<file path="config.mk">
export PLATFORM = sky130hd
export DESIGN_NAME = ffha_front
export DESIGN_NICKNAME = d
export VERILOG_FILES = /design/src/sv/ffha_pkg.sv /design/src/sv/ffha_front.sv
export SDC_FILE = /design/constraint.sdc
export NUM_CORES = 1
export LEC_CHECK = 0
export ABC_AREA = 1
export BUFFER_PORTS_ARGS = -buffer_cell sky130_fd_sc_hd__buf_2
export CELL_PAD_IN_SITES_DETAIL_PLACEMENT = 1
export CELL_PAD_IN_SITES_GLOBAL_PLACEMENT = 1
export CORE_MARGIN = 8
export CORE_UTILIZATION = 35
export CTS_CLUSTER_DIAMETER = 40
export DETAILED_ROUTE_END_ITERATION = 8
export PLACE_DENSITY_LB_ADDON = 0.1
export SLEW_MARGIN = 20
export SYNTH_ARGS = -nofsm -noshare
export SYNTH_HDL_FRONTEND = slang
export SYNTH_SLANG_ARGS = --single-unit
</file>
<file path="constraint.sdc">
create_clock -name clock -period 3.2 [get_ports clock]
set_input_delay 0 -clock clock [delete_from_list [all_inputs] [get_ports clock]]
set_output_delay 0 -clock clock [all_outputs]
set_load 0.005 [all_outputs]
</file>
<file path="src/sv/ffha_pkg.sv">
// Shared types, constants and helpers for the first-fit heap allocator.
package ffha_pkg;

   // Heap geometry. ALIGN_BYTES must be a power of two.
   localparam int HEAP_BYTES   = 32768;
   localparam int ALIGN_BYTES  = 16;
   localparam int HEADER_BYTES = 32;

   // Byte offsets up to and including HEAP_BYTES.
   localparam int OFS_W = $clog2(HEAP_BYTES + 1);

   // Block starts differ by at least HEADER_BYTES + ALIGN_BYTES; a header
   // slot is the start offset shifted by the largest power of two below that.
   localparam int SLOT_SHIFT = $clog2(HEADER_BYTES + ALIGN_BYTES + 1) - 1;
   localparam int HDR_DEPTH  = (HEAP_BYTES >> SLOT_SHIFT) + 1;
   localparam int IDX_W      = $clog2(HDR_DEPTH);
   localparam int HDR_W      = OFS_W + 1;

   localparam logic [OFS_W-1:0] HEAP_OFS   = OFS_W'(HEAP_BYTES);
   localparam logic [OFS_W-1:0] HDR_OFS    = OFS_W'(HEADER_BYTES);
   localparam logic [OFS_W-1:0] SPLIT_MIN  = OFS_W'(HEADER_BYTES + ALIGN_BYTES);
   localparam logic [OFS_W-1:0] ALIGN_MASK = OFS_W'(ALIGN_BYTES - 1);
   localparam logic [OFS_W-1:0] INIT_SIZE  =
      (HEAP_BYTES > HEADER_BYTES) ? OFS_W'(HEAP_BYTES - HEADER_BYTES) : '0;

   localparam int QUEUE_DEPTH = 2;

   typedef enum logic {
      OP_ALLOC = 1'b0,
      OP_FREE  = 1'b1
   } opcode_type;

   typedef enum logic [1:0] {
      ST_DONE    = 2'd0,
      ST_NOFIT   = 2'd1,
      ST_IGNORED = 2'd2
   } status_type;

   // Classified command handed from front to back.
   typedef enum logic [1:0] {
      CMD_ALLOC      = 2'd0,
      CMD_FREE       = 2'd1,
      CMD_ALLOC_REJ  = 2'd2,
      CMD_FREE_REJ   = 2'd3
   } cmd_kind_type;

   typedef struct packed {
      logic        opcode;
      logic [15:0] request_size;
      logic [14:0] free_address;
   } req_word_type;

   typedef struct packed {
      logic [1:0]  status;
      logic [14:0] block_address;
      logic [15:0] used_bytes;
   } rsp_word_type;

   typedef struct packed {
      cmd_kind_type     kind;
      logic [OFS_W-1:0] wanted;
      logic [OFS_W-1:0] addr;
   } cmd_type;

   // Header entry: free flag and payload size in bytes.
   typedef struct packed {
      logic             free;
      logic [OFS_W-1:0] size;
   } hdr_type;

   function automatic logic [IDX_W-1:0] slot_of(input logic [OFS_W-1:0] start);
      logic [OFS_W-1:0] s;
      s = start >> SLOT_SHIFT;
      return IDX_W'(s);
   endfunction

endpackage

</file>
<file path="src/sv/ffha_front.sv">
// Front end: accepts request words, classifies them and queues commands.
module ffha_front (
   input  logic                  clock,
   input  logic                  reset,
   input  logic                  req_valid,
   output logic                  req_ready,
   input  ffha_pkg::req_word_type req_data,
   output logic                  cmd_valid,
   output ffha_pkg::cmd_type     cmd_data,
   input  logic                  cmd_pop
);
   import ffha_pkg::*;

   cmd_type          q_ff [QUEUE_DEPTH];
   logic             wr_ptr_ff, wr_ptr_in;
   logic             rd_ptr_ff, rd_ptr_in;
   logic [1:0]       count_ff, count_in;
   cmd_type          cls;
   logic [OFS_W:0]   req_ext;
   logic [OFS_W:0]   rounded;
   logic             push;

   // Classify: reject bad sizes and null frees, round the size up.
   always_comb begin
      req_ext = (OFS_W + 1)'(req_data.request_size);
      rounded = (req_ext + (OFS_W + 1)'(ALIGN_MASK)) & ~((OFS_W + 1)'(ALIGN_MASK));
      cls.wanted = OFS_W'(rounded);
      cls.addr   = OFS_W'(req_data.free_address);
      if (req_data.opcode == OP_FREE) begin
         cls.kind = (req_data.free_address == '0) ? CMD_FREE_REJ : CMD_FREE;
      end else if (req_ext == '0 || req_ext > (OFS_W + 1)'(HEAP_OFS)) begin
         cls.kind = CMD_ALLOC_REJ;
      end else begin
         cls.kind = CMD_ALLOC;
      end
   end

   assign req_ready = (count_ff != 2'(QUEUE_DEPTH));
   assign push      = req_valid && req_ready;
   assign cmd_valid = (count_ff != 2'd0);
   assign cmd_data  = q_ff[rd_ptr_ff];

   // Queue pointers.
   always_comb begin
      wr_ptr_in = push ? ~wr_ptr_ff : wr_ptr_ff;
      rd_ptr_in = cmd_pop ? ~rd_ptr_ff : rd_ptr_ff;
      count_in  = count_ff + 2'(push) - 2'(cmd_pop);
   end

   always_ff @(posedge clock) begin
      if (reset) begin
         wr_ptr_ff <= 1'b0;
         rd_ptr_ff <= 1'b0;
         count_ff  <= 2'd0;
      end else begin
         wr_ptr_ff <= wr_ptr_in;
         rd_ptr_ff <= rd_ptr_in;
         count_ff  <= count_in;
      end
   end

   always_ff @(posedge clock) begin
      if (push) begin
         q_ff[wr_ptr_ff] <= cls;
      end
   end

   property p_no_pop_empty;
      @(posedge clock) disable iff (reset) cmd_pop |-> count_ff != 2'd0;
   endproperty
   a_no_pop_empty: assert property (p_no_pop_empty) else $error("pop from empty queue");

   property p_count_bound;
      @(posedge clock) disable iff (reset) count_ff <= 2'(QUEUE_DEPTH);
   endproperty
   a_count_bound: assert property (p_count_bound) else $error("queue overfilled");

   property p_full_no_push;
      @(posedge clock) disable iff (reset)
         (count_ff == 2'(QUEUE_DEPTH) && !cmd_pop) |=> count_ff == 2'(QUEUE_DEPTH);
   endproperty
   a_full_no_push: assert property (p_full_no_push) else $error("full queue lost an entry");
endmodule

</file>
==> Word level (Yosys, flattened, before mapping) <==
Memory sizes are Yosys's and may differ from the RTL's. A register that Yosys moved wholly into a read port is not among the register bits.
Cells that the tools add are included.
{ "word_totals": {"word_cells": 23, "reg_bits": 4, "out_inout_bits": 36, "ram_bits": 58, "n_memories": 1} }
{ "op_classes": {"order_cmp": 1, "eq_ne": 1, "mux": 7, "n_reduce_logical": 5, "add_sub_neg": 3, "n_bitwise": 2} }
{ "memory_table": {"columns": ["memory", "depth", "word_bits", "read_ports", "rd_ports_with_merged_regs", "wr", "line", "source"], "rows": [
  ["q_ff", 2, 29, 1, 1, 1, "ffha_front.sv:14", "cmd_type q_ff [QUEUE_DEPTH];"]
]} }
{ "op_table": {"columns": ["cell", "n"], "rows": [
  ["16-bit by 4-bit adder with 16-bit output, second input constant", 1],
  ["16-bit > comparator, second input constant", 1],
  ["16-bit zero test", 1],
  ["15-bit zero test", 1],
  ["2-bit two-way mux", 3],
  ["1-bit two-way mux", 4],
  ["2-bit by 1-bit adder with 2-bit output", 1],
  ["2-bit inequality test, second input constant", 1],
  ["1-bit inverter", 2],
  ["2-bit nonzero test", 1],
  ["2-bit by 1-bit subtractor with 2-bit output", 1],
  ["1-bit logical AND", 1],
  ["1-bit logical OR", 1]
]} }

==> Longest topological paths before layout <==
{ "depth": {"ltp_word": 4, "depth_mapped": 9} }

==> Least setup slack after synthesis <==
No wires, ideal clock.
{ "synth_path": {"path_kind": "register to register", "start": "reg count_ff[0]", "end": "mem q_ff[1][0] (netlist bit) (enable)", "setup_ps": 416, "t_required_ps": 2784, "stages_incl_launch_ff": 5, "path_buffers": 0, "t_arrival_ps": 1816, "setup_slack_ps": 968, "synth_period_minus_slack_ps": 2232, "path_cell_list": "dfxtp_1 -> inv_1 -> nand2_1 -> nand2_1 -> nor2_1"} }
{ "synth_via": {"elab_chain_cells": 4} }
{ "synth_lines": {"columns": ["element", "line", "source"], "rows": [
  ["start, declared", "ffha_front.sv:17", "logic [1:0] count_ff, count_in;"],
  ["start signal, assigned", "ffha_front.sv:58", "count_ff <= count_in;"],
  ["2-bit inequality test", "ffha_front.sv:38", "assign req_ready = (count_ff != 2'(QUEUE_DEPTH));"],
  ["named net req_ready", "ffha_front.sv:6", "output logic req_ready,"],
  ["1-bit logical AND", "ffha_front.sv:39", "assign push = req_valid && req_ready;"],
  ["1-bit two-way mux", "ffha_front.sv:63", "if (push) begin"],
  ["1-bit two-way mux (not written as such)", "ffha_front.sv:64", "q_ff[wr_ptr_ff] <= cls;"],
  ["end, declared", "ffha_front.sv:14", null]
]} }
The timed path passes the listed nets, and every way through them passes these cells.

==> impl_metrics.yaml <==
status:
  status: "complete, no violations"
pwr:
  power_density_nw_per_um2: 566
  clkPwrFrac_pct: 34.1
  intPower_w: 0.00155
  swShare_pct: 23.6
  leakagePower_nw: 1.42
  combPwrFrac_pct: 15.4
  seq_power_share_pct: 50.5
  power_switching_w: 0.000478
  worst_ir_drop_vdd_v: 0.000187
timing:
  worst_pin_slew_ns: 0.634
  hold_viol_final: 0
  rsz0062_at_grt: "false"
  fin_crit_ns: 1.94
  final_max_slew_viol_count: 0
  fin_crit_sh_pct: 60.7
  maxSlewHeadroom_pct: 57.7
  fin_hold_ws_ns: 0.0300
  fin_worst_skew_ns: 0.00964
  clock.fmax_ghz: 0.515
  finalSetupTns_ns: 0
  finalSetupViolations: 0
setup_path:
  cp-end-kind: "primary output"
  worstSetupPathType: "reg -> out"
  cp.arrival_ns: 1.94
  critical_path.max_fanout: 16
  crit_required_ns: 3.20
  worst_setup_path_start_kind: "register"
global_routing:
  grt_max_degree: 31
  grt-ovfl-total: 0
  grt_use_total_pct: 11.5
  grt_pass1_wl_mm: 9.77
  antenna_found_initial: 0
  grt_pass1_vias: 1967
synthesis:
  yosys_warnings: 0
  synthMuxAreaShare_pct: 11.9
  synth_cell_types: 25
  synth_compound_area_share_pct: 0.365
  ys_ff_latch: 63
  synth_fa_ha_area_share_pct: 0.912
  synth_top_family_by_area: "simple AND/OR/NAND/NOR gates"
  synthCells: 204
  ys_seq_area_share_pct: 67.2
  syn_avg_cell_area_um2: 13.4
  synthXorXnorAreaFrac_pct: 3.51
  yosys.area_share.simple_pct: 12.1
  synthesis.area_um2: 2740
placement:
  gp_congestion: 0.719
  hpwl_mm: 4.27
  numPortBuffers: 66
  dp_cells: 371
cells_and_area:
  final_cells: 406
  final_util_pct: 46.9
  synthToLayoutAreaGrowth_pct: 30.7
  drive_gt1_share_pct: 40.1
  diodes: 0
  final_nets: 337
floorplan:
  die_h_um: 105
  io_pins: 72
  num_rows: 32
  dieWidth_um: 105
  die-area_um2: 10900
  core_area_um2: 7650
  start_util_pct: 35.9
flow_run:
  drv_cap: 0
clock_network:
  clk_pin_slew_worst_paths_ns: 0.07
  htreeDepth: 3
  cts-buffers-inserted: 9
  cts_sinks: 63
  tritoncts: "yes"
  clock_latency_ns: 0.32
  cts-root-buf: "clkbuf_8"
  ctsResizeCount: 0
  cts_buffer_depth: 2
routing:
  wl_mm: 5.99
  dr.pass1.iters: 4
  drc: 0
  drt-wirelength-per-cell_um: 14.7
  vias: 1802
  viasPerCell: 4.44
  drt_iter0_markers: 44
  drtAntennaViolNets: 0
hold_path:
  hold_path_class: "in -> reg"
[final timing paths]
| kind | startpoint | to | slack (ns) | cells past startpoint |
|---|---|---|---|---|
| setup reg to reg | count_ff[0]$_SDFF_PP0_ | count_ff[1]$_SDFF_PP0_ | 1.58 | 9 |
| setup / recovery | register | cmd_data[21] | 1.26 | 3 |
| hold / removal | req_data[28] | q_ff[0][24]$_DFFE_PP_ | 0.03 | 2 |
| hold reg to reg | rd_ptr_ff$_SDFFE_PP0P_ | rd_ptr_ff$_SDFFE_PP0P_ | 0.52 | 2 |
[cells in the mapped netlist]
| cell type | instances | area [um^2] |
|---|---|---|
| nor2_4 | 1 | 11.3 |
| nand3_2 | 1 | 10.0 |
| xnor2_1 | 4 | 35.0 |
| nor2_1 | 30 | 113 |
| ha_1 | 2 | 25.0 |
| nand3_1 | 3 | 15.0 |
| or2_2 | 1 | 6.26 |
| xor2_1 | 7 | 61.3 |
| nand3b_1 | 1 | 7.51 |
| dfxtp_1 | 5 | 100 |
| conb_1 | 1 | 3.75 |
| inv_1 | 12 | 45.0 |
| edfxtp_1 | 58 | 1740 |
| mux2_2 | 29 | 327 |
| a21oi_1 | 2 | 10.0 |
| clkinv_2 | 1 | 5.00 |
| nor2_2 | 1 | 6.26 |
| nand2_2 | 2 | 12.5 |
| nand4_1 | 3 | 18.8 |
| buf_2 | 1 | 5.00 |
| buf_4 | 7 | 52.6 |
| nand2_1 | 26 | 97.6 |
| nor3_1 | 4 | 20.0 |
| and3_1 | 1 | 6.26 |
| nor3b_1 | 1 | 7.51 |
[flip-flops by register name (all words and copies together), names as in the netlist, named ones only]
name / count
q_ff: 58
wr_ptr_ff: 1
rd_ptr_ff: 1
count_ff: 2
[worst max-delay path: stages (launching register included)]
cell,delay (ns)
dfxtp_1,0.73
buf_4,0.38
mux2_2,0.38
buf_2,0.13
[per-stage QoR]
step | power (W) | setup WS, ns | area [um^2]
final | 0.00203 | 1.26 | 3580
after global routing | 0.00213 | 1.11 | 3580
after CTS | 0.00206 | 1.20 | 3580
after detailed placement | 0.00135 | 1.56 | 3190
after global placement | 0.00134 | 1.56 | 3190
after floorplan | 0.00121 | 0.968 | 2760
[logic make-up after synthesis]
group / count (synthesis)
AO/OA/AOI/OAI: 2
XOR/XNOR: 11
adder cells (fa/ha/maj): 2
buffers and inverters: 21
flip-flops: 63
multiplexers: 29
other: 1
AND/OR/NAND/NOR: 75
[per-layer routing]
metal  wire length, um  vias up  global-route usage (%)
met2              3070       43                    19.8
met1              2600      859                    12.6
met5                 0        -                       0
met3               219        7                    3.66
met4                98        0                    5.27
li1                  -      893                       -
[layout make-up]
cell class / instances / area, um^2
clock buffers: 12 / 155
fillers: 833 / 4060
clock inverters: 4 / 53.8
well taps: 102 / 128
inverters: 13 / 50.0
multi-input cells: 124 / 813
repair buffers: 88 / 543
flip-flops and latches: 63 / 1840
[power groups by stage]
stage / Sequential, W / Combinational (W) / Clock, W
final: 0.00103 / 0.000312 / 0.000692
after global routing: 0.00104 / 0.000352 / 0.000745
after CTS: 0.00103 / 0.000323 / 0.000714
after detailed placement: 0.00104 / 0.000304 / 0
after global placement: 0.00104 / 0.000301 / 0
after floorplan: 0.00103 / 0.000176 / 0
[placed cells by master, fill, tap and decap left out, types with 2 or more instances in the layout]
cell type      Yosys  routed
xnor2_1            4       4
dlygate4sd3_1      0      19
nor3_1             4       4
dfxtp_1            5       5
nand2_1           26      26
nand2_2            2       2
a21oi_1            2       2
conb_1             1       5
mux2_2            29      29
nand3_1            3       3
nor2_1            30      28
inv_1             12      12
buf_4              7       3
nand4_1            3       3
xor2_1             7       7
nor2_2             1       3
edfxtp_1          58      58
clkbuf_8           0      11
ha_1               2       2
buf_2              1      66
clkinvlp_4         0       2
[timing repair]
item                                   4_1_cts  5_1_grt
buffers inserted                             0        0
hold buffers                                19        0
endpoints found under the hold margin       37        0
No activity file was read; power rests on OpenSTA's default activity.
